File: src/hdl/osc_pkg.sv
package osc_pkg;

  localparam int unsigned CHANNELS_DEF = 2;
  localparam int unsigned ADDR_W       = 5;
  localparam int unsigned MUL_W        = 34;
  localparam int unsigned PROD_W       = 2 * MUL_W;
  localparam int unsigned DIV_NUM_W    = 64;
  localparam int unsigned DIV_DEN_W    = 66;
  localparam int unsigned DIV_QW       = 25;

  // register indexes, taken from paddr[4:2]
  localparam logic [2:0] REG_HP_COEFF   = 3'd0;
  localparam logic [2:0] REG_MID_B0     = 3'd1;
  localparam logic [2:0] REG_MID_A1     = 3'd2;
  localparam logic [2:0] REG_MID_A2     = 3'd3;
  localparam logic [2:0] REG_MID_GAIN   = 3'd4;
  localparam logic [2:0] REG_DRIVE      = 3'd5;
  localparam logic [2:0] REG_TONE_COEFF = 3'd6;
  localparam logic [2:0] REG_LEVEL      = 3'd7;

  localparam logic signed [23:0] HP_COEFF_RST = 24'sd4173332;
  localparam logic [22:0]        MID_GAIN_RST = 23'd4194304;
  localparam logic [16:0]        DRIVE_RST    = 17'd32768;
  localparam logic [22:0]        TONE_RST     = 23'd2097152;
  localparam logic [16:0]        LEVEL_RST    = 17'd65536;

  localparam logic [16:0] UNITY_Q16  = 17'd65536;
  localparam logic [24:0] ONE_Q22    = 25'd4194304;
  localparam logic [23:0] ONE_Q23    = 24'd8388608;
  localparam logic [63:0] CLIP_NUM   = 64'd5872026 << 16;
  localparam logic [33:0] LIM_SCALE  = 34'd58982;
  localparam logic [24:0] LIM_MAX    = 25'd25165824;
  localparam logic [28:0] LIM_K      = 29'd226492416;
  // ceil(2^30 / 10): exact division by ten for numerators below 2^27
  localparam logic [33:0] THN_RECIP  = 34'd107374183;

  typedef struct packed {
    logic signed [23:0] hp_coeff;
    logic signed [23:0] mid_b0;
    logic signed [23:0] mid_a1;
    logic signed [23:0] mid_a2;
    logic [22:0]        mid_gain;
    logic [16:0]        drive;
    logic [22:0]        tone;
    logic [16:0]        level;
  } cfg_t;

  function automatic logic signed [PROD_W-1:0] sx68(input logic signed [31:0] v);
    return {{(PROD_W-32){v[31]}}, v};
  endfunction

  // add half, then floor shift
  function automatic logic signed [PROD_W-1:0] rnd_shr(input logic signed [PROD_W-1:0] v,
                                                      input int unsigned n);
    logic signed [PROD_W-1:0] half;
    half = 68'sd1 <<< (n - 1);
    return (v + half) >>> n;
  endfunction

  function automatic logic signed [31:0] sat32(input logic signed [PROD_W-1:0] v);
    if (v > 68'sd2147483647) return 32'sh7FFFFFFF;
    else if (v < -68'sd2147483648) return 32'sh80000000;
    else return v[31:0];
  endfunction

endpackage

File: src/hdl/osc_div.sv
module osc_div
  import osc_pkg::*;
(
  input  logic                 clk_i,
  input  logic                 rst_ni,
  input  logic                 start_i,
  input  logic [DIV_NUM_W-1:0] num_i,
  input  logic [DIV_DEN_W-1:0] den_i,
  output logic                 done_o,
  output logic [DIV_QW-1:0]    quo_o
);

  localparam int unsigned SH_W  = DIV_DEN_W + DIV_QW - 1;
  localparam int unsigned CNT_W = $clog2(DIV_QW + 1);

  logic [DIV_NUM_W-1:0] rem_q;
  logic [SH_W-1:0]      dsh_q;
  logic [DIV_QW-1:0]    quo_q;
  logic [CNT_W-1:0]     cnt_q;
  logic                 run_q;
  logic                 done_q;
  logic                 fits;

  // quotient is known to stay below 2^DIV_QW, so the restoring steps start at bit DIV_QW-1
  assign fits = {{(SH_W-DIV_NUM_W){1'b0}}, rem_q} >= dsh_q;

  always_ff @(posedge clk_i or negedge rst_ni) begin
    if (!rst_ni) begin
      run_q  <= 1'b0;
      done_q <= 1'b0;
      cnt_q  <= '0;
    end else begin
      done_q <= 1'b0;
      if (start_i) begin
        run_q <= 1'b1;
        cnt_q <= CNT_W'(DIV_QW);
      end else if (run_q) begin
        cnt_q <= cnt_q - 1'b1;
        if (cnt_q == CNT_W'(1)) begin
          run_q  <= 1'b0;
          done_q <= 1'b1;
        end
      end
    end
  end

  always_ff @(posedge clk_i) begin
    if (start_i) begin
      rem_q <= num_i;
      dsh_q <= {den_i, {(DIV_QW-1){1'b0}}};
      quo_q <= '0;
    end else if (run_q) begin
      if (fits) rem_q <= rem_q - dsh_q[DIV_NUM_W-1:0];
      quo_q <= {quo_q[DIV_QW-2:0], fits};
      dsh_q <= dsh_q >> 1;
    end
  end

  assign done_o = done_q;
  assign quo_o  = quo_q;

  a_start_runs : assert property (@(posedge clk_i) disable iff (!rst_ni)
    start_i |=> run_q) else $error("divider did not start");
  a_done_idle : assert property (@(posedge clk_i) disable iff (!rst_ni)
    done_q |-> !run_q) else $error("divider done while running");
  a_last_done : assert property (@(posedge clk_i) disable iff (!rst_ni)
    run_q && !start_i && cnt_q == CNT_W'(1) |=> done_q) else $error("divider missed done");

endmodule

File: config.mk
export PLATFORM = sky130hd
export DESIGN_NAME = osc_div
export DESIGN_NICKNAME = d
export VERILOG_FILES = /design/src/hdl/osc_pkg.sv /design/src/hdl/osc_div.sv
export SDC_FILE = /design/constraint.sdc
export NUM_CORES = 1
export LEC_CHECK = 0
export ABC_AREA = 1
export BUFFER_PORTS_ARGS = -buffer_cell sky130_fd_sc_hd__buf_2
export CAP_MARGIN = 20
export CORE_MARGIN = 5
export CORE_UTILIZATION = 61
export CTS_BUF_LIST = sky130_fd_sc_hd__clkbuf_2 sky130_fd_sc_hd__clkbuf_4 sky130_fd_sc_hd__clkbuf_8
export DETAILED_ROUTE_END_ITERATION = 16
export GPL_ROUTABILITY_DRIVEN = 0
export PLACE_DENSITY_LB_ADDON = 0.05
export RECOVER_POWER = 100
export SLEW_MARGIN = 20
export SYNTH_ARGS = -nofsm -noshare
export SYNTH_HDL_FRONTEND = slang
export SYNTH_SLANG_ARGS = --single-unit
File: constraint.sdc
create_clock -name clk_i -period 4.7 [get_ports clk_i]
set_input_delay 0.47 -clock clk_i [delete_from_list [all_inputs] [get_ports clk_i]]
set_output_delay 0.47 -clock clk_i [all_outputs]
set_load 0.01 [all_outputs]
==> run metrics <==
failing checks=capacitance limit, slew limit; DRC viols=0; I/O Buffers=158; Worst Tran Pin Value=1840 ps; Longest Clk Path Bufs=2; Slowest-stage cell, CP=nand2_1; FILL cells=1999; nets=2354; CP required=4920 ps; Peak VDD IR=0.269 mV; RSZ-0062 raised after global routing=false; Synth Net Count=2207; drt pass-1 iters=9; Max Fanout on Critical Path=41; min-delay src=num_i[20]; Overflow after GRT=0; CTS Sinks=186; Overall Power=4.98 mW; most frequent CP cell=nand2_1; Die Span Y=158 um; min Tclk post-route=3630 ps; area post-placement=14400 um^2; Mapped Cells=2007; DIE AREA=25000 um^2; LEAKAGE=7.87 nW; Synth Cell Area=13400 um^2; Placed Cells=2414; Final Max Tran Viols=91; period utilization=77.1%; dpl ws=1560 ps; detailed placer's ending HPWL=29000 um; Seq/Total Area, Yosys=37.9%; Fin Setup TNS=0 ps; Synthesis Warnings=0; clk_lat worst skew=520 ps; Max stage delay on crit path=690 ps; crit path kind=register to register; Final WS setup=1070 ps; initial antenna violation count=0; status=finished, violations left; max-cap violations=2; Hold Crit Class=primary input to register; Boundary Pins=159; CTS tree=built; Area Overhead vs Synth=10.6%; post-route cell area=14800 um^2; share of layout cells above drive strength 1=10.5%; core area=21700 um^2; postcts setup bufs=0; reg2reg start=rem_q[0]$_DFFE_PP_; CTS Buf Count=17; DRT iter0 DRCs=1342; Hold Vio Cnt, Final=0; Max-slew headroom=-22.7%; H-tree depth=4; cts repair resizes=0; GRT Resource Usage Total=29.8%; vias per inst=5.27; prevailing post-synth register cell=edfxtp_1; Pwr per Cell Area=337 nW/um^2; crit-path cells=inv_1 > ha_1 > inv_1 > fa_1 > nand3_1 > nand3_1 > nand2_1 > nand3_1 > nand2_1 > nand2_1 > nand2_1 > nand2_1 > nand2_1 > nand2_1 > buf_12; Routed WL=37200 um; CP Capture Type=register; Critical Path Start=rem_q[0]$_DFFE_PP_; wire length per cell=15.2 um; Final Core Density=68.1%; final setup fails=0; FF+latch count, synth=186; via count=12900; Clock Skew=35.2 ps; Setup crit start kind=register; Die W=158 um; CTS clk-pin slew, worst paths=140 ps; Site Rows=54; Async S/R FF share, synth=3.76%; WHS=217 ps; Antenna diodes=0; Antenna Nets Post-Route=0; syn_area_per_cell=6.65 um^2; Starting Density=61.6%; first-pass GRT wire length=59400 um; Post-CTS Hold Buffers=1; Yosys cell types=34; Finished Layout Cells=2447; pin count of the biggest net entering global routing=74; number of global-route vias before repair=12100; achievable frequency=276 MHz; Data arrival, critical path=3850 ps; CTS Root Cell=clkbuf_8; Post-synth EDFFs=130
Yosys cell counts, types with 14 or more instances:
| master | instances | area share, % |
|---|---|---|
| xnor2_1 | 20 | 1.3 |
| nand3_1 | 87 | 3.3 |
| nor2_1 | 100 | 2.8 |
| dfxtp_1 | 49 | 7.3 |
| o22ai_1 | 46 | 2.2 |
| nor2_2 | 20 | 0.94 |
| nand2_1 | 764 | 21 |
| edfxtp_1 | 130 | 29 |
| a21oi_1 | 57 | 2.1 |
| inv_1 | 418 | 12 |
| nand4_1 | 14 | 0.66 |
| ha_1 | 66 | 6.2 |
| o21ai_0 | 94 | 3.5 |
| nand2_2 | 21 | 0.98 |
| clkbuf_1 | 30 | 0.84 |
final timing paths:
kind | slack, ps | end | cells past startpoint
setup / recovery | 1070 | rem_q[58]$_DFFE_PP_ | 15
hold / removal | 220 | rem_q[20]$_DFFE_PP_ | 3
setup reg to reg | 1070 | rem_q[58]$_DFFE_PP_ | 15
hold reg to reg | 470 | dsh_q[2]$_SDFFE_PP0P_ | 2
max in group asynchronous | 4020 | cnt_q[3]$_DFFE_PN0P_ | 2
min in group asynchronous | 400 | run_q$_DFF_PN0_ | 2
state kept, by name (all words and copies together), names as in the netlist:
| signal | count |
|---|---|
| done_o | 1 |
| dsh_q | 90 |
| cnt_q | 5 |
| quo_o | 25 |
| run_q | 1 |
| rem_q | 64 |
placed cells by master, fill, tap and decap left out, types with 29 or more instances in the layout:
cell type  synthesis  routed
nand2_1          764     765
nor2_1           100     100
buf_2              6     130
dfxtp_1           49      49
o22ai_1           46      46
clkbuf_1          30      29
edfxtp_1         130     130
inv_1            418     417
o21ai_0           94     104
nand3_1           87      92
ha_1              66      66
a21oi_1           57      57
per-layer routing:
metal | up-vias | part of all wire, % | wire length [um] | global-route usage [%]
met5 | - | 0 | 0 | 0
met4 | 0 | 3.8 | 1430 | 11.1
met3 | 107 | 9.5 | 3520 | 6.42
met2 | 580 | 44 | 16400 | 47.9
met1 | 5694 | 42 | 15800 | 39.9
li1 | 6524 | - | - | -
worst max-delay path: cells and delay by family, from the launching register on:
family / cells / cell delay [ps]
buffers and inverters: 3 / 650
flip-flops: 1 / 380
adder cells (fa/ha/maj): 2 / 590
AND/OR/NAND/NOR: 10 / 1670
power by group:
group,internal (mW),switching (mW),total (mW)
registers,1.92,0.0436,1.97
clock network,0.439,0.740,1.18
logic,0.603,1.23,1.84
area by class of cell:
| type | count | area, um^2 | area share, % |
|---|---|---|---|
| multi-input cells | 1356 | 6510 | 44.1 |
| well taps | 280 | 350 | 2.37 |
| repair buffers | 166 | 822 | 5.56 |
| inverters | 427 | 1610 | 10.9 |
| clock buffers | 17 | 234 | 1.58 |
| clock inverters | 15 | 190 | 1.29 |
| flip-flops and latches | 186 | 5060 | 34.3 |
kinds of logic (layout without fill, tap and decap cells):
family / after synthesis / count (layout) / synth area share [%]
XOR/XNOR: 20 / 20 / 1.31
buffers and inverters: 465 / 625 / 13.1
AND/OR/NAND/NOR: 1057 / 1057 / 32.8
AO/OA/AOI/OAI: 212 / 212 / 8.51
adder cells (fa/ha/maj): 67 / 67 / 6.33
flip-flops: 186 / 186 / 37.9
Note: power is estimated with default switching activity, not from simulation.
