[src/hdl/osc_pkg.sv]
package osc_pkg;

  localparam int unsigned CHANNELS_DEF = 2;
  localparam int unsigned ADDR_W       = 5;
  localparam int unsigned MUL_W        = 34;
  localparam int unsigned PROD_W       = 2 * MUL_W;
  localparam int unsigned DIV_NUM_W    = 64;
  localparam int unsigned DIV_DEN_W    = 66;
  localparam int unsigned DIV_QW       = 25;

  // register indexes, taken from paddr[4:2]
  localparam logic [2:0] REG_HP_COEFF   = 3'd0;
  localparam logic [2:0] REG_MID_B0     = 3'd1;
  localparam logic [2:0] REG_MID_A1     = 3'd2;
  localparam logic [2:0] REG_MID_A2     = 3'd3;
  localparam logic [2:0] REG_MID_GAIN   = 3'd4;
  localparam logic [2:0] REG_DRIVE      = 3'd5;
  localparam logic [2:0] REG_TONE_COEFF = 3'd6;
  localparam logic [2:0] REG_LEVEL      = 3'd7;

  localparam logic signed [23:0] HP_COEFF_RST = 24'sd4173332;
  localparam logic [22:0]        MID_GAIN_RST = 23'd4194304;
  localparam logic [16:0]        DRIVE_RST    = 17'd32768;
  localparam logic [22:0]        TONE_RST     = 23'd2097152;
  localparam logic [16:0]        LEVEL_RST    = 17'd65536;

  localparam logic [16:0] UNITY_Q16  = 17'd65536;
  localparam logic [24:0] ONE_Q22    = 25'd4194304;
  localparam logic [23:0] ONE_Q23    = 24'd8388608;
  localparam logic [63:0] CLIP_NUM   = 64'd5872026 << 16;
  localparam logic [33:0] LIM_SCALE  = 34'd58982;
  localparam logic [24:0] LIM_MAX    = 25'd25165824;
  localparam logic [28:0] LIM_K      = 29'd226492416;
  // ceil(2^30 / 10): exact division by ten for numerators below 2^27
  localparam logic [33:0] THN_RECIP  = 34'd107374183;

  typedef struct packed {
    logic signed [23:0] hp_coeff;
    logic signed [23:0] mid_b0;
    logic signed [23:0] mid_a1;
    logic signed [23:0] mid_a2;
    logic [22:0]        mid_gain;
    logic [16:0]        drive;
    logic [22:0]        tone;
    logic [16:0]        level;
  } cfg_t;

  function automatic logic signed [PROD_W-1:0] sx68(input logic signed [31:0] v);
    return {{(PROD_W-32){v[31]}}, v};
  endfunction

  // add half, then floor shift
  function automatic logic signed [PROD_W-1:0] rnd_shr(input logic signed [PROD_W-1:0] v,
                                                      input int unsigned n);
    logic signed [PROD_W-1:0] half;
    half = 68'sd1 <<< (n - 1);
    return (v + half) >>> n;
  endfunction

  function automatic logic signed [31:0] sat32(input logic signed [PROD_W-1:0] v);
    if (v > 68'sd2147483647) return 32'sh7FFFFFFF;
    else if (v < -68'sd2147483648) return 32'sh80000000;
    else return v[31:0];
  endfunction

endpackage

[src/hdl/osc_mul.sv]
module osc_mul
  import osc_pkg::*;
(
  input  logic                     clk_i,
  input  logic signed [MUL_W-1:0]  a_i,
  input  logic signed [MUL_W-1:0]  b_i,
  output logic signed [PROD_W-1:0] prod_o
);

  logic signed [PROD_W-1:0] prod_q;

  // register every product; the sequencer picks it up next cycle
  always_ff @(posedge clk_i) begin
    prod_q <= a_i * b_i;
  end

  assign prod_o = prod_q;

endmodule

[config.mk]
export PLATFORM = sky130hd
export DESIGN_NAME = osc_mul
export DESIGN_NICKNAME = d
export VERILOG_FILES = /design/src/hdl/osc_pkg.sv /design/src/hdl/osc_mul.sv
export SDC_FILE = /design/constraint.sdc
export NUM_CORES = 2
export LEC_CHECK = 0
export ABC_CLOCK_PERIOD_IN_PS = 13550
export BUFFER_PORTS_ARGS = -buffer_cell sky130_fd_sc_hd__buf_2
export CELL_PAD_IN_SITES_DETAIL_PLACEMENT = 2
export CELL_PAD_IN_SITES_GLOBAL_PLACEMENT = 2
export CORE_ASPECT_RATIO = 1.4
export CORE_UTILIZATION = 46
export CTS_CLUSTER_DIAMETER = 30
export DETAILED_ROUTE_END_ITERATION = 12
export GPL_TIMING_DRIVEN = 0
export PLACE_DENSITY = 0.95
export SLEW_MARGIN = 40
export SYNTH_ARGS = -nofsm -noshare
export SYNTH_HDL_FRONTEND = slang
export SYNTH_SLANG_ARGS = --single-unit
export TNS_END_PERCENT = 20
[constraint.sdc]
create_clock -name clk_i -period 13.55 [get_ports clk_i]
set_input_delay 0.6775 -clock clk_i [delete_from_list [all_inputs] [get_ports clk_i]]
set_output_delay 0.6775 -clock clk_i [all_outputs]
set_load 0.1 [all_outputs]
==> flow_summary_export.csv, run 1 <==
group,metric,value,unit
run_status,outcome,"stopped before the end",
run_status,stop_stage,"global routing",
run_status,tool.error,"[ERROR GRT-0116] Global routing finished with congestion. Check the congestion regions in the DRC Viewer.",
synthesis,synth-seq-area-share,3.16,%
cts,post_cts_buffers,0,
cts,clock_tree.buffer_depth,2,
synthesis,synth-seq-cells,68,
synthesis,synthesis.area,43000,um2
synthesis,distinct_cell_type_count_of_the_synthesized_netlist,69,
global_routing,grt_pass1_vias,52239,
floorplan,die_y,364,um
global_routing,grt_first_pass_wirelength,442000,um
cts,clockRootBuffer,"clkbuf_16",
synthesis,synthesis.yosys.warnings,0,
synthesis,synth_edf_count,0,
cts,postCtsResizedCells,0,
global_routing,grt_max_degree,18,
floorplan,initial_utilization,46.4,%
synthesis,asyncSetResetFlopFracSynth,0,%
synthesis,ys_dominant_reg_cell,"dfxtp_1",
placed_design,placed_cells_incl_taps,5894,
synthesis,synth.avg_cell_area,9.45,um2
cts,cts_made_buffers,9,
floorplan,core.rowCount,132,
floorplan,die_x,260,um
placed_design,place.port_buffers,130,
synthesis,synthesis.nets,6068,
cts,ctsHtreeMaxLevel,3,
placed_design,place.gp.congestion,1.07,
global_routing,grt_util_all_layers,66.0,%
synthesis,synth_cells,4554,
floorplan,ios,137,
placed_design,dp_hpwl,202000,um
cts,ctsHoldBuffers,0,
global_routing,gr-total-overflow,748,
cts,cts.sink_count,68,
layer usage:
metal | GRT overflow | GRT usage (%)
met3 | 10 | 46.7
met4 | 281 | 63.8
met1 | 6 | 64.1
met2 | 449 | 88.0
met5 | 2 | 22.7
kinds of logic after synthesis:
| logic type | share of synthesized area, % |
|---|---|
| xor+xnor | 1.61 |
| buf+inv | 12.8 |
| simple gates | 15.4 |
| flops | 3.16 |
| compound gates | 3.35 |
| fa+ha+maj | 63.7 |
cell usage after synthesis, drive strengths merged (12+ instances only):
cell type	n	area share, %
a21o	37	0.65
a21oi	63	0.75
and2	623	9.1
clkbuf	217	1.9
dfxtp	68	3.2
fa	1241	58
ha	204	5.9
inv	1231	11
nand2	542	4.7
nand2b	20	0.29
nor2	56	0.50
o21ai	41	0.52
o21bai	12	0.21
xnor2	56	1.1
xor2	23	0.47
per-stage QoR:
stage               area [um2]  setup WS, ps
CTS                      45700          3450
detailed placement       45400          3020
global placement         45200          3060
floorplan                43000          5380
==> run 2: changes to the inputs <==
Settings changed: CELL_PAD_IN_SITES_DETAIL_PLACEMENT 2 to unset, CELL_PAD_IN_SITES_GLOBAL_PLACEMENT 2 to unset, CORE_ASPECT_RATIO 1.4 to unset, CORE_UTILIZATION 46 to 35, CTS_CLUSTER_DIAMETER 30 to unset, PLACE_DENSITY 0.95 to unset, PLACE_DENSITY_LB_ADDON set to 0.15.
==> flow_summary_export.csv, run 2 <==
group,metric,value,unit
global_routing,grt_util_all_layers,28.0,%
floorplan,core.rowCount,128,
timing,worst_pin_slew,1010,ps
min_path,hold_path_startpoint,"a_i[0]",
floorplan,die_x,353,um
detailed_routing,drt_pre_antenna_iters,5,
min_path,min-delay-path-class,"in2reg",
placed_design,dp_hpwl,143000,um
run_status,outcome,"complete, no violations",
detailed_routing,antenna_left,0,
detailed_routing,dr.max_layer_used,"met5",
setup_path,setup.worst_path.start_class,"input port",
cts,cts_tree,"yes",
placed_design,place.gp.congestion,1.02,
setup_path,critPathArrivalTime,9970,ps
cts,cts.sink_count,68,
timing,timing.final.crit_period,9670,ps
setup_path,timing.critical_path.required,13850,ps
detailed_routing,routedLengthMet1,70500,um
synthesis,synthesis.nets,6068,
floorplan,placeableCoreArea,122000,um2
synthesis,ys_dominant_reg_cell,"dfxtp_1",
run,cap_viol_max_count,0,
synthesis,synth_most_common_cell,"fa_1",
finish,fin_nets,6214,
setup_path,timing.critical_path.to_type,"flop",
floorplan,dieArea,124000,um2
synthesis,synth_cells,4554,
floorplan,ios,137,
synthesis,synth-seq-cells,68,
detailed_routing,route.met3.wl,12400,um
cts,clockRootBuffer,"clkbuf_16",
finish,layout_commonest_cell,"fa_1",
global_routing,grt_first_pass_wirelength,246000,um
detailed_routing,wl_met2,75700,um
global_routing,gr-total-overflow,0,
synthesis,synth-seq-area-share,3.16,%
cts,cts_made_buffers,9,
timing,post-route-worst-setup-slack,3880,ps
min_path,min_to,"prod_o[0]",
global_routing,grt_pass1_vias,33930,
synthesis,synthesis.area,43000,um2
finish,final_cell_mix,"fa_1 (1239), inv_1 (1230), and2_1 (621), nand2_1 (542), ha_1 (203)",
placed_design,placed_cell_areas,45900,um2
finish,final_cell_count_no_fill,6337,
min_path,worst_hold_path.num_cells,2,
timing,final_min_period_over_clock_period,71.4,%
synthesis,netlist.top_cell.by_area,"fa_1",
detailed_routing,postRouteWirelength,168000,um
synthesis,asyncSetResetFlopFracSynth,0,%
finish,largest_reg_flops,68,
finish,area_delta_synth_final,7.53,%
placed_design,place.port_buffers,130,
detailed_routing,route.detailed.vias_per_inst,4.92,
synthesis,distinct_cell_type_count_of_the_synthesized_netlist,69,
cts,ctsHoldBuffers,0,
floorplan,initial_utilization,35.3,%
setup_path,timing_worst_setup_path_type,"in2reg",
synthesis,synth_edf_count,0,
synthesis,synth.avg_cell_area,9.45,um2
placed_design,placed_cells_incl_taps,6314,
detailed_routing,num_vias,31176,
finish,drive_above_1_share,6.21,%
timing,drv_slew,0,
setup_path,critical-path-max-stage-delay,760,ps
detailed_routing,initialDrtViolationCount,2248,
finish,design_area,46300,um2
timing,timing_hold_violations_final,0,
synthesis,synthesis.yosys.warnings,0,
setup_path,critical_path.most_common_cell,"fa_1",
synthesis,top_cell_types_by_occurrence_after_synthesis,"fa_1 (1241), inv_1 (1231), and2_1 (621)",
setup_path,slowest_stage,"clkbuf_1",
detailed_routing,post_dr_wirelength_cell,26.4,um
floorplan,die_y,353,um
timing,rsz0062_at_grt,"false",
setup_path,largest_fanout_on_the_critical_path,10,
timing,slew-limit-headroom,32.6,%
timing,timing.setup.tns,0,ps
cts,worst_setup_hold_path_clk_slew,60,ps
cts,ctsHtreeMaxLevel,3,
synthesis,ys_top_cells_by_area,"fa_1 (58%), inv_1 (11%), and2_1 (9.0%), ha_1 (5.9%), nand2_1 (4.7%)",
cts,clock_tree.buffer_depth,2,
cts,postCtsResizedCells,0,
global_routing,antenna_found_initial,26,
timing,finalSetupViolations,0,
placed_design,detailedPlace.worstSlack,3370,ps
detailed_routing,drc_errors,0,
global_routing,grt_max_degree,18,
cts,post_cts_buffers,0,
synthesis,post-synth-top-area-fraction,57.7,%
timing,max_clock_freq,103,MHz
## run 2: cell counts after synthesis
Identical to the previous run, type by type.
## run 2: per-stage QoR
stage          hold slack [ps]  util (%)
2_1_floorplan              805         -
3_3_place_gp              1120      37.5
3_5_place_dp              1130      37.7
4_1_cts                    660      37.9
5_1_grt                    696      38.0
6_report                   727      38.0
## run 2: routing by layer
metal	global-route usage, %	vias up
met1	37.8	16536
li1	-	13115
met3	5.46	320
met2	43.6	1187
met4	12.5	18
met5	0	-
## run 2: worst max-delay path by stage
| stage | slack [ps] | cells after the start | start | endpoint |
|---|---|---|---|---|
| 3_5_place_dp | 3370 | 26 | b_i[5] | prod_o[64] |
| 6_report | 3880 | 26 | b_i[5] | prod_o[64] |
| 5_1_grt | 3650 | 26 | b_i[5] | prod_o[64] |
| 2_1_floorplan | 5380 | 24 | a_i[33] | prod_o[65] |
| 3_3_place_gp | 3070 | 26 | b_i[4] | prod_o[64] |
| 4_1_cts | 3820 | 26 | b_i[5] | prod_o[64] |
## run 2: cell type report
cell class	count	area, um2
fillers	12631	75600
multi-input cells	3026	36200
inverters	1232	4620
well taps	1625	2030
flip-flops and latches	68	1360
plain buffers	228	1020
repair buffers	135	716
clock buffers	11	243
clock inverters	5	83.8
diodes	7	17.5
## run 2: cell families after synthesis
logic type      after synthesis  synth area share (%)
buf+inv                    1460                  12.8
fa+ha+maj                  1445                  63.7
simple gates               1296                  15.4
compound gates              206                  3.35
xor+xnor                     79                  1.61
flops                        68                  3.16
## run 2: worst max-delay path: cells and delay by family
kind	cells	cell delay, ps
adders and majority gates	9	4820
buffers and inverters	7	1780
AOI/OAI and AO/OA	5	1690
xor gates and xnor gates	1	160
and+or+nand+nor	4	830
Power of run 2 is not shown: default switching activity piles up to over one toggle a cycle in this logic, so the estimate is an artifact.
