`src/hdl/osc_pkg.sv`:
```
package osc_pkg;

  localparam int unsigned CHANNELS_DEF = 2;
  localparam int unsigned ADDR_W       = 5;
  localparam int unsigned MUL_W        = 34;
  localparam int unsigned PROD_W       = 2 * MUL_W;
  localparam int unsigned DIV_NUM_W    = 64;
  localparam int unsigned DIV_DEN_W    = 66;
  localparam int unsigned DIV_QW       = 25;

  // register indexes, taken from paddr[4:2]
  localparam logic [2:0] REG_HP_COEFF   = 3'd0;
  localparam logic [2:0] REG_MID_B0     = 3'd1;
  localparam logic [2:0] REG_MID_A1     = 3'd2;
  localparam logic [2:0] REG_MID_A2     = 3'd3;
  localparam logic [2:0] REG_MID_GAIN   = 3'd4;
  localparam logic [2:0] REG_DRIVE      = 3'd5;
  localparam logic [2:0] REG_TONE_COEFF = 3'd6;
  localparam logic [2:0] REG_LEVEL      = 3'd7;

  localparam logic signed [23:0] HP_COEFF_RST = 24'sd4173332;
  localparam logic [22:0]        MID_GAIN_RST = 23'd4194304;
  localparam logic [16:0]        DRIVE_RST    = 17'd32768;
  localparam logic [22:0]        TONE_RST     = 23'd2097152;
  localparam logic [16:0]        LEVEL_RST    = 17'd65536;

  localparam logic [16:0] UNITY_Q16  = 17'd65536;
  localparam logic [24:0] ONE_Q22    = 25'd4194304;
  localparam logic [23:0] ONE_Q23    = 24'd8388608;
  localparam logic [63:0] CLIP_NUM   = 64'd5872026 << 16;
  localparam logic [33:0] LIM_SCALE  = 34'd58982;
  localparam logic [24:0] LIM_MAX    = 25'd25165824;
  localparam logic [28:0] LIM_K      = 29'd226492416;
  // ceil(2^30 / 10): exact division by ten for numerators below 2^27
  localparam logic [33:0] THN_RECIP  = 34'd107374183;

  typedef struct packed {
    logic signed [23:0] hp_coeff;
    logic signed [23:0] mid_b0;
    logic signed [23:0] mid_a1;
    logic signed [23:0] mid_a2;
    logic [22:0]        mid_gain;
    logic [16:0]        drive;
    logic [22:0]        tone;
    logic [16:0]        level;
  } cfg_t;

  function automatic logic signed [PROD_W-1:0] sx68(input logic signed [31:0] v);
    return {{(PROD_W-32){v[31]}}, v};
  endfunction

  // add half, then floor shift
  function automatic logic signed [PROD_W-1:0] rnd_shr(input logic signed [PROD_W-1:0] v,
                                                      input int unsigned n);
    logic signed [PROD_W-1:0] half;
    half = 68'sd1 <<< (n - 1);
    return (v + half) >>> n;
  endfunction

  function automatic logic signed [31:0] sat32(input logic signed [PROD_W-1:0] v);
    if (v > 68'sd2147483647) return 32'sh7FFFFFFF;
    else if (v < -68'sd2147483648) return 32'sh80000000;
    else return v[31:0];
  endfunction

endpackage

```
`src/hdl/osc_regs.sv`:
```
module osc_regs
  import osc_pkg::*;
(
  input  logic              clk_i,
  input  logic              rst_ni,
  input  logic              psel,
  input  logic              penable,
  input  logic              pwrite,
  input  logic [ADDR_W-1:0] paddr,
  input  logic [31:0]       pwdata,
  output logic [31:0]       prdata,
  output logic              pready,
  output cfg_t              cfg_o
);

  cfg_t       cfg_q;
  logic [2:0] idx;

  assign idx    = paddr[ADDR_W-1:2];
  assign pready = 1'b1;

  always_ff @(posedge clk_i or negedge rst_ni) begin
    if (!rst_ni) begin
      cfg_q.hp_coeff <= HP_COEFF_RST;
      cfg_q.mid_b0   <= '0;
      cfg_q.mid_a1   <= '0;
      cfg_q.mid_a2   <= '0;
      cfg_q.mid_gain <= MID_GAIN_RST;
      cfg_q.drive    <= DRIVE_RST;
      cfg_q.tone     <= TONE_RST;
      cfg_q.level    <= LEVEL_RST;
    end else if (psel && penable && pwrite) begin
      unique case (idx)
        REG_HP_COEFF:   cfg_q.hp_coeff <= pwdata[23:0];
        REG_MID_B0:     cfg_q.mid_b0   <= pwdata[23:0];
        REG_MID_A1:     cfg_q.mid_a1   <= pwdata[23:0];
        REG_MID_A2:     cfg_q.mid_a2   <= pwdata[23:0];
        REG_MID_GAIN:   cfg_q.mid_gain <= pwdata[22:0];
        REG_DRIVE:      cfg_q.drive    <= pwdata[16:0];
        REG_TONE_COEFF: cfg_q.tone     <= pwdata[22:0];
        REG_LEVEL:      cfg_q.level    <= pwdata[16:0];
        default:        cfg_q.level    <= cfg_q.level;
      endcase
    end
  end

  always_comb begin
    unique case (idx)
      REG_HP_COEFF:   prdata = {8'b0, cfg_q.hp_coeff};
      REG_MID_B0:     prdata = {8'b0, cfg_q.mid_b0};
      REG_MID_A1:     prdata = {8'b0, cfg_q.mid_a1};
      REG_MID_A2:     prdata = {8'b0, cfg_q.mid_a2};
      REG_MID_GAIN:   prdata = {9'b0, cfg_q.mid_gain};
      REG_DRIVE:      prdata = {15'b0, cfg_q.drive};
      REG_TONE_COEFF: prdata = {9'b0, cfg_q.tone};
      REG_LEVEL:      prdata = {15'b0, cfg_q.level};
      default:        prdata = '0;
    endcase
  end

  assign cfg_o = cfg_q;

endmodule
```
`config.mk`:
```
export PLATFORM = sky130hd
export DESIGN_NAME = osc_regs
export DESIGN_NICKNAME = d
export VERILOG_FILES = /design/src/hdl/osc_pkg.sv /design/src/hdl/osc_regs.sv
export SDC_FILE = /design/constraint.sdc
export NUM_CORES = 1
export LEC_CHECK = 0
export ABC_AREA = 0
export CAP_MARGIN = 10
export CELL_PAD_IN_SITES_DETAIL_PLACEMENT = 1
export CELL_PAD_IN_SITES_GLOBAL_PLACEMENT = 1
export CORE_ASPECT_RATIO = 2
export CORE_UTILIZATION = 50
export CTS_CLUSTER_SIZE = 20
export DETAILED_ROUTE_END_ITERATION = 6
export DONT_BUFFER_PORTS = 1
export GPL_ROUTABILITY_DRIVEN = 0
export PLACE_DENSITY_LB_ADDON = 0.1
export SLEW_MARGIN = 0
export SYNTH_ARGS = -nofsm -noshare
export SYNTH_HDL_FRONTEND = slang
export SYNTH_SLANG_ARGS = --single-unit
```
`constraint.sdc`:
```
create_clock -name clk_i -period 2.8 [get_ports clk_i]
set_clock_uncertainty 0.15 [all_clocks]
set_input_delay 0.56 -clock clk_i [delete_from_list [all_inputs] [get_ports clk_i]]
set_output_delay 0.56 -clock clk_i [all_outputs]
set_load 0.02 [all_outputs]
```
==> metrics, run 1 <==
status complete, but fails checks; violated checks negative hold slack; aggregate global-route resource usage ~29%; detailed placement HPWL 15300 µm; via density per instance 6.30; Total Nets Final approximately 640; vias in the first global route 5823; Clk pin slew, worst setup/hold paths 0.07 ns; Synth Register Bits between 150 and 200; Antenna Cells 0; post-CTS setup buffer count 0; Synth Flop Type dfrtp_1; worst rel slew slack roughly 65%; Hold Fails Final Rpt ~180; Tmin final ~2.5 ns; # setup viols final 0; CP required roughly 2.1 ns; Setup TNS Final 0 ns; pre-CTS setup slack between 0.3 and 0.4 ns; first-pass iteration count of the detailed router 4; Syn Inst Count about 600; syn avg cell area 13.7 µm²; PostCTS Resize Cnt 0; final WL 23100 µm; Worst R2R Setup Slack about 1.7 ns; worst-skew pair later-pin latency 0.42 ns; crit path kind flop to output port; CTS H-tree depth 4; first-pass GRT wire length 35700 µm; top-area cell type share of the netlist area slightly below 50%; Placeable Area about 16000 µm²; Die ar. between 15000 and 20000 µm²; fraction of layout cells with a size suffix above 1 41.5%; Worst VDD drop roughly 0.00052 V; Port Buffers 0; pin count of the biggest net entering global routing approximately 180; CP max FO 3; Remaining Overflow, GRT 0; die height about 180 µm; Cell Area, Synth 8170 µm²; met2 Track Usage GR between 50% and 60%; Clock Sinks approximately 180; met3 usage 9.95%; Synth async-reset ratio 100%; Via Count ~5000; Ports ~250; routed length per instance between 20 and 30 µm; P&R area growth vs syn 10.4%; Synth cell types 35; Post-synth EDFFs 0; final hold slack -0.327 ns; Routed Antenna Nets 0; Worst Reg-to-Reg Cells 1; worst-margin pin slew 0.517 ns; PnR worst setup slack 0.319 ns; busiest grt layer met2; CTS Buf Count 17; CTS Root Cell clkbuf_16; Initial Util slightly above 50%; floorplan row count 65; leakage about 4 nW; Die Wd 92.4 µm; CTS tree yes; pwr dens around 850 nW/µm²; top cells by count, synth dfrtp_1, mux2_2, mux2i_1, nor2_1, mux2_4; Worst Hold Class input pin to async pin; DRC viols 0; RSZ-0062 raised after global routing false; Fill cells 1567; CTS Buffer Depth 2; endpoint class of the critical path output port; reg2reg start cfg_o[57]; Worst setup SP type flop; Synth area leaders dfrtp_1, mux2_2, mux2i_1; synth warn 0; maximum clock rate just over 400 MHz; register area share after synthesis between 50 and 60%; crit path DAT 1.77 ns; max_cap viols 0; max reg flops between 150 and 200; grt met1 use 30.1%; top-count cell post-synth dfrtp_1; Yosys top cell by area dfrtp_1; fin crit share between 80% and 90%; Slew Limit Fails 0; drt initial violations 212; initial antenna violation count 0; r2r endpoint cfg_o[57]
## worst max-delay path, stage by stage (launching register included)
cell	delay, ns
dfrtp_1	0.52
mux2i_1	0.14
a211oi_1	0.38
o22a_1	0.31
## report_power, final
part,switching (mW),internal (mW),total [mW]
clock,1.01,1.41,2.42
sequential,1.18,3.07,4.25
combinational,0.391,0.577,0.968
total,2.57,5.06,7.64
## stage by stage
step	area, µm²	power, mW	util [%]	std cells	hold WS (ns)
CTS	9020	7.71	56.9	813	-0.348
detailed placement	8420	5.27	53.1	781	0.118
floorplan	8190	4.95	-	603	0.114
global route	9020	7.93	56.9	813	-0.342
global placement	8420	5.20	53.1	781	0.118
finish	9020	7.64	56.9	813	-0.327
## cells by family (layout without fill, tap and decap cells)
kind of cell / after synthesis / after routing / share of synthesized area (%)
mux: 229 / 229 / 31.8
flops: 176 / 176 / 54.2
compound gates: 76 / 76 / 6.53
simple gates: 62 / 62 / 3.95
buf+inv: 51 / 60 / 3.45
other cells: 2 / 9 / 0.0919
## layout make-up
type	count	area [µm²]	area share (%)
clock inverters	12	161	1.79
well taps	201	251	2.79
multi-input cells	376	3520	39.0
flip-flops and latches	176	4430	49.1
repair buffers	25	213	2.36
inverters	3	11.3	0.125
clock buffers	20	437	4.84
## per-layer routing
layer / wire length (µm) / vias to the layer above
met5: 0 / -
li1: - / 2162
met3: 1900 / 52
met4: 840 / 0
met2: 12400 / 217
met1: 7990 / 2694
## worst max path at each step
stage	start	depth (start not counted)	end	slack (ns)
after global routing	cfg_o[33]	3	prdata[16]	0.26
after global placement	paddr[4]	5	prdata[18]	0.40
after CTS	cfg_o[57]	3	prdata[0]	0.30
final	cfg_o[57]	3	prdata[0]	0.32
after floorplan	paddr[4]	5	prdata[10]	0.28
after detailed placement	paddr[4]	5	prdata[18]	0.39
## placed cells by master, fill, tap and decap left out, types with 2 or more instances in the layout
cell          n
conb_1        9
nor2_4        4
nand3_1       4
nor3b_1       3
o22a_1       17
clkinvlp_4    3
nand2b_1      4
o22ai_1      16
a32oi_1       2
clkinv_4      4
inv_1         3
nor2b_1       7
mux2_2      153
clkbuf_16    17
nand2_1       6
dfrtp_1     159
o21ai_0       3
buf_4        23
buf_12        2
nor2_1       26
nor2_2        2
bufinv_16     3
a211oi_1     19
a31oi_1       3
a21oi_1      12
dfstp_2      17
mux2i_1      54
clkbuf_1      3
mux2_4       20
o21bai_1      3
Power figures use the tool's default switching activity.
==> inputs of run 2 (changes only) <==
RECOVER_POWER = 50   (was unset)
==> metrics, run 2 (synthesis gave the netlist of run 1 again) <==
Routed Antenna Nets 0 (unchanged); # setup viols final 0 (unchanged); Ports 251 (unchanged); most frequent cells in the layout dfrtp_1, mux2_2, mux2i_1 (unchanged); Total Nets Final 641 (unchanged); leakage 4.06 nW (was 4.12 nW); maximum clock rate 405 MHz (was 403 MHz); Hold Fails Final Rpt 175 (unchanged); CP required 2.09 ns (about the same); CTS tree yes (unchanged); initial antenna violation count 0 (unchanged); max reg flops 176 (unchanged); crit path kind flop to output port (unchanged); fraction of layout cells with a size suffix above 1 39.4% (was 41.5%); die height 183 µm (unchanged); aggregate global-route resource usage 28.7% (unchanged); CTS Buf Count 17 (unchanged); Worst VDD drop 0.000516 V (about the same); Placeable Area 15900 µm² (unchanged); violated checks negative hold slack (unchanged); Via Count 5121 (was 5125); Layout Utilization 56.3% (was 56.9%); PostCTS Resize Cnt 0 (unchanged); Die ar. 16900 µm² (unchanged); Slew Limit Fails 0 (unchanged); max_cap viols 0 (unchanged); Antenna Cells 0 (unchanged); endpoint class of the critical path output port (unchanged); via density per instance 6.30 (about the same); Worst Reg-to-Reg Cells 1 (unchanged); Clock Sinks 176 (unchanged); routed length per instance 28.4 µm (was 28.5 µm); final hold slack -0.328 ns (was -0.327 ns); status complete, but fails checks (unchanged); worst-margin pin slew 0.859 ns (was 0.517 ns); commonest non-fill, non-tap cell in the layout dfrtp_1 (unchanged); first-pass iteration count of the detailed router 4 (unchanged); worst-skew pair later-pin latency 0.42 ns (about the same); worst rel slew slack 42.7% (was 65.4%); vias in the first global route 5823 (unchanged); Setup TNS Final 0 ns (unchanged); switching share of power 33.8% (was 33.7%); Clock power frac 31.8% (was 31.7%); pin count of the biggest net entering global routing 177 (unchanged); CTS Root Cell clkbuf_16 (unchanged); Die Wd 92.4 µm (unchanged); CTS H-tree depth 4 (unchanged); final WL 23100 µm (about the same); Net Sw Power 2.57 mW (about the same); final non-filler cell total 813 (unchanged); Worst setup SP type flop (unchanged); P&R area growth vs syn 9.36% (was 10.4%); detailed placement HPWL 15300 µm (unchanged); Remaining Overflow, GRT 0 (unchanged); Comb pwr share 12.5% (was 12.7%); Tmin final 2.47 ns (was 2.48 ns); drt initial violations 220 (was 212); crit path DAT 1.76 ns (was 1.77 ns); Area after DPL 8420 µm² (unchanged); fin crit share 88.3% (was 88.6%); CTS Buffer Depth 2 (unchanged); post-CTS setup buffer count 0 (unchanged); pwr dens 853 nW/µm² (was 847 nW/µm²); Worst Hold Class input pin to async pin (unchanged); Initial Util 51.5% (unchanged); Seq pwr share 55.8% (was 55.7%); RSZ-0062 raised after global routing false (unchanged); Clk pin slew, worst setup/hold paths 0.07 ns (about the same); floorplan row count 65 (unchanged); Port Buffers 0 (unchanged); Cells after DPL 781 (unchanged); first-pass GRT wire length 35700 µm (unchanged); DRC viols 0 (unchanged); Pint 5.05 mW (was 5.06 mW); post-route cell area 8930 µm² (was 9020 µm²); CP max FO 3 (unchanged)
[run 2: cell count changes in the layout (fill, tap and decap cells not counted), sizes merged]
cell	before	now
buf	25	20
clkbuf	20	25
[run 2: layout make-up]
class                   count  area [µm²]
clock buffers              20         437
clock inverters            12         161
fillers                  1581        6930
inverters                   3        11.3
multi-input cells         376        3460
flip-flops and latches    176        4430
well taps                 201         251
repair buffers             25         184
[run 2: metal layers]
layer / track usage (%) / vias to the layer above / share of wire [%]
met2: 50.6 / 226 / 54
li1: - / 2161 / -
met4: 13.4 / 0 / 3.6
met1: 30.1 / 2682 / 34
met3: 9.95 / 52 / 8.2
met5: 0 / - / 0
[run 2: worst paths after layout]
kind | endpoint | start | slack (ns)
max | prdata[0] | cfg_o[57] | 0.33
min | cfg_o[149] | rst_ni | -0.33
max reg2reg | cfg_o[57] | cfg_o[57] | 1.68
min reg2reg | cfg_o[169] | cfg_o[169] | 0.52
max in group asynchronous | cfg_o[161] | rst_ni | 2.44
min in group clk_i | cfg_o[122] | pwdata[18] | 0.11
[run 2: critical path, cell delays in order, from the launching register on]
cell and delay [ns]:
dfrtp_1 0.53, mux2i_1 0.14, a211oi_1 0.36, o22a_1 0.31
[run 2: stage by stage]
stage               total power [mW]  hold slack (ns)  setup slack (ns)
floorplan                       4.95            0.114             0.278
global placement                5.20            0.118             0.395
detailed placement              5.27            0.118             0.394
CTS                             7.71           -0.348             0.301
global route                    7.91           -0.342             0.212
finish                          7.62           -0.328             0.328
[run 2: power by group through the flow]
stage / registers [mW] / clock network (mW) / logic [mW]
2_1_floorplan: 4.08 / 0 / 0.871
3_3_place_gp: 4.28 / 0 / 0.917
3_5_place_dp: 4.31 / 0 / 0.965
4_1_cts: 4.26 / 2.48 / 0.978
5_1_grt: 4.32 / 2.55 / 1.04
6_report: 4.25 / 2.42 / 0.951
==> inputs of run 3 (changes only) <==
CORE_UTILIZATION = 45   (was 50)
SLEW_MARGIN = 10   (was 0)
clock period = 2.1 ns   (was 2.8 ns; I/O delays follow)
==> metrics, run 3 (synthesis gave the netlist of run 1 again) <==
initial antenna violation count 1 (was 0); Via Count 5245 (was 5121); CTS tree yes (unchanged); fraction of layout cells with a size suffix above 1 56.8% (was 39.4%); Remaining Overflow, GRT 0 (unchanged); CP max FO 3 (unchanged); pre-CTS setup slack 0.0865 ns (was 0.394 ns); # setup viols final 12 (was 0); Slew Limit Fails 0 (unchanged); Worst VDD drop 0.000567 V (was 0.000516 V); drt initial violations 111 (was 220); Port Buffers 0 (unchanged); pwr dens 1070 nW/µm² (was 853 nW/µm²); fin crit share 105%; max reg flops 176 (unchanged); CP required 1.53 ns (was 2.09 ns); Setup TNS Final -0.684 ns (was 0 ns); Hold Fails Final Rpt 176 (was 175); first-pass iteration count of the detailed router 4 (unchanged); CTS Buffer Depth 2 (unchanged); Total Nets Final 684 (was 641); met3 usage 8.15% (was 9.95%); final WL 24500 µm (was 23100 µm); Worst setup SP type flop (unchanged); met2 Track Usage GR 49.8% (was 50.6%); Tmin final 2.21 ns; vias in the first global route 5955 (was 5823); floorplan row count 69 (was 65); most frequent cells in the layout mux2_2, dfrtp_1, dfrtp_2 (was dfrtp_1, mux2_2, mux2i_1); final hold slack -0.467 ns (was -0.328 ns); worst-margin pin slew 0.816 ns (was 0.859 ns); Overall Power 10.3 mW (was 7.62 mW); Die ar. 18700 µm² (was 16900 µm²); busiest grt layer met2 (unchanged); Placeable Area 17800 µm² (was 15900 µm²); endpoint class of the critical path output port (unchanged); via density per instance 6.04 (was 6.30); crit path kind flop to output port (unchanged); violated checks negative hold slack, negative setup slack (was negative hold slack); PnR worst setup slack -0.108 ns (was 0.328 ns); routed length per instance 28.2 µm (was 28.4 µm); maximum clock rate between 400 and 500 MHz; aggregate global-route resource usage 26.8% (was 28.7%); commonest non-fill, non-tap cell in the layout mux2_2 (was dfrtp_1); DRC viols 0 (unchanged); cts hold-fix bufs 24; CTS Root Cell clkbuf_16 (unchanged); Initial Util 45.9% (was 51.5%); Ports 251 (unchanged); crit path DAT 1.64 ns (was 1.76 ns); die height 193 µm (was 183 µm); max_cap viols 0 (unchanged); detailed placement HPWL 15900 µm (was 15300 µm); Clk pin slew, worst setup/hold paths 0.07 ns (about the same); Routed Antenna Nets 0 (unchanged); first-pass GRT wire length 37400 µm (was 35700 µm); RSZ-0062 raised after global routing true (was false); status complete, but fails checks (unchanged); Worst Hold Class input pin to async pin (unchanged); pin count of the biggest net entering global routing 177 (unchanged); worst rel slew slack 45.6% (was 42.7%); Fill cells 1746 (was 1581); leakage 4.20 nW (was 4.06 nW); CTS Buf Count 17 (unchanged); worst-skew pair later-pin latency 0.42 ns (about the same); post-CTS setup buffer count 0 (unchanged); Clock Sinks 176 (unchanged); Die Wd 97.3 µm (was 92.4 µm); grt met1 use 28.2% (was 30.1%); P&R area growth vs syn 17.5% (was 9.36%); CTS H-tree depth 4 (unchanged)
==> run 3: changes by cell type in the layout (fill, tap and decap cells not counted), moves of 16 or more <==
cell           change
dlygate4sd3_1     +24
o22a_2            +16
dfrtp_1           -66
o22a_1            -16
dfrtp_2           +66
==> run 3: final cells by class <==
| cell class | instances | area (µm²) | share of cell area (%) |
|---|---|---|---|
| flip-flops and latches | 176 | 4510 | 47.0 |
| multi-input cells | 376 | 3650 | 38.1 |
| clock buffers | 18 | 429 | 4.47 |
| inverters | 3 | 11.3 | 0.117 |
| well taps | 213 | 267 | 2.78 |
| repair buffers | 68 | 593 | 6.18 |
| diodes | 1 | 2.50 | 0.0261 |
| clock inverters | 14 | 130 | 1.36 |
==> run 3: per-stage QoR <==
step,util [%],instance area (µm²),cells
after floorplan,-,8220,603
after global placement,48.8,8690,812
after detailed placement,48.8,8690,812
after CTS,54.0,9600,868
after global routing,54.0,9600,869
final,54.0,9600,869
==> run 3: worst paths after layout <==
kind / from / to / slack (ns) / cells after the start
worst max-delay path: cfg_o[55] / prdata[15] / -0.11 / 3
worst min-delay path: rst_ni / cfg_o[99] / -0.47 / 0
worst max register to register: cfg_o[17] / cfg_o[17] / 1.01 / 2
worst min register to register: cfg_o[145] / cfg_o[145] / 0.47 / 1
max in group asynchronous: rst_ni / cfg_o[168] / 1.95 / 0
min in group clk_i: paddr[4] / cfg_o[124] / 0.26 / 4
==> run 3: critical path, stage by stage, from the launching register on <==
cell and delay (ns):
dfstp_2 0.63, mux2i_2 0.13, a211oi_2 0.21, o22a_2 0.24
==> run 3: routing by layer <==
metal / up-vias / share of wire (%)
met5: - / 0
met4: 0 / 2.5
met3: 35 / 6.1
met2: 170 / 56
met1: 2790 / 35
li1: 2250 / -
==> run 3: what timing repair did <==
item                                    CTS  global route
resized for setup                        67            44
pin swaps                                 7            18
endpoints found under the setup margin   24            21
endpoints found under the hold margin   352           176
==> run 3: power by group <==
group          internal, mW  total, mW  leakage (nW)  switching [mW]
clock network          1.65       3.06         0.260            1.41
registers              4.15       5.64          2.12            1.49
logic                 0.904       1.60          1.82           0.700
total                  6.71       10.3          4.20            3.59
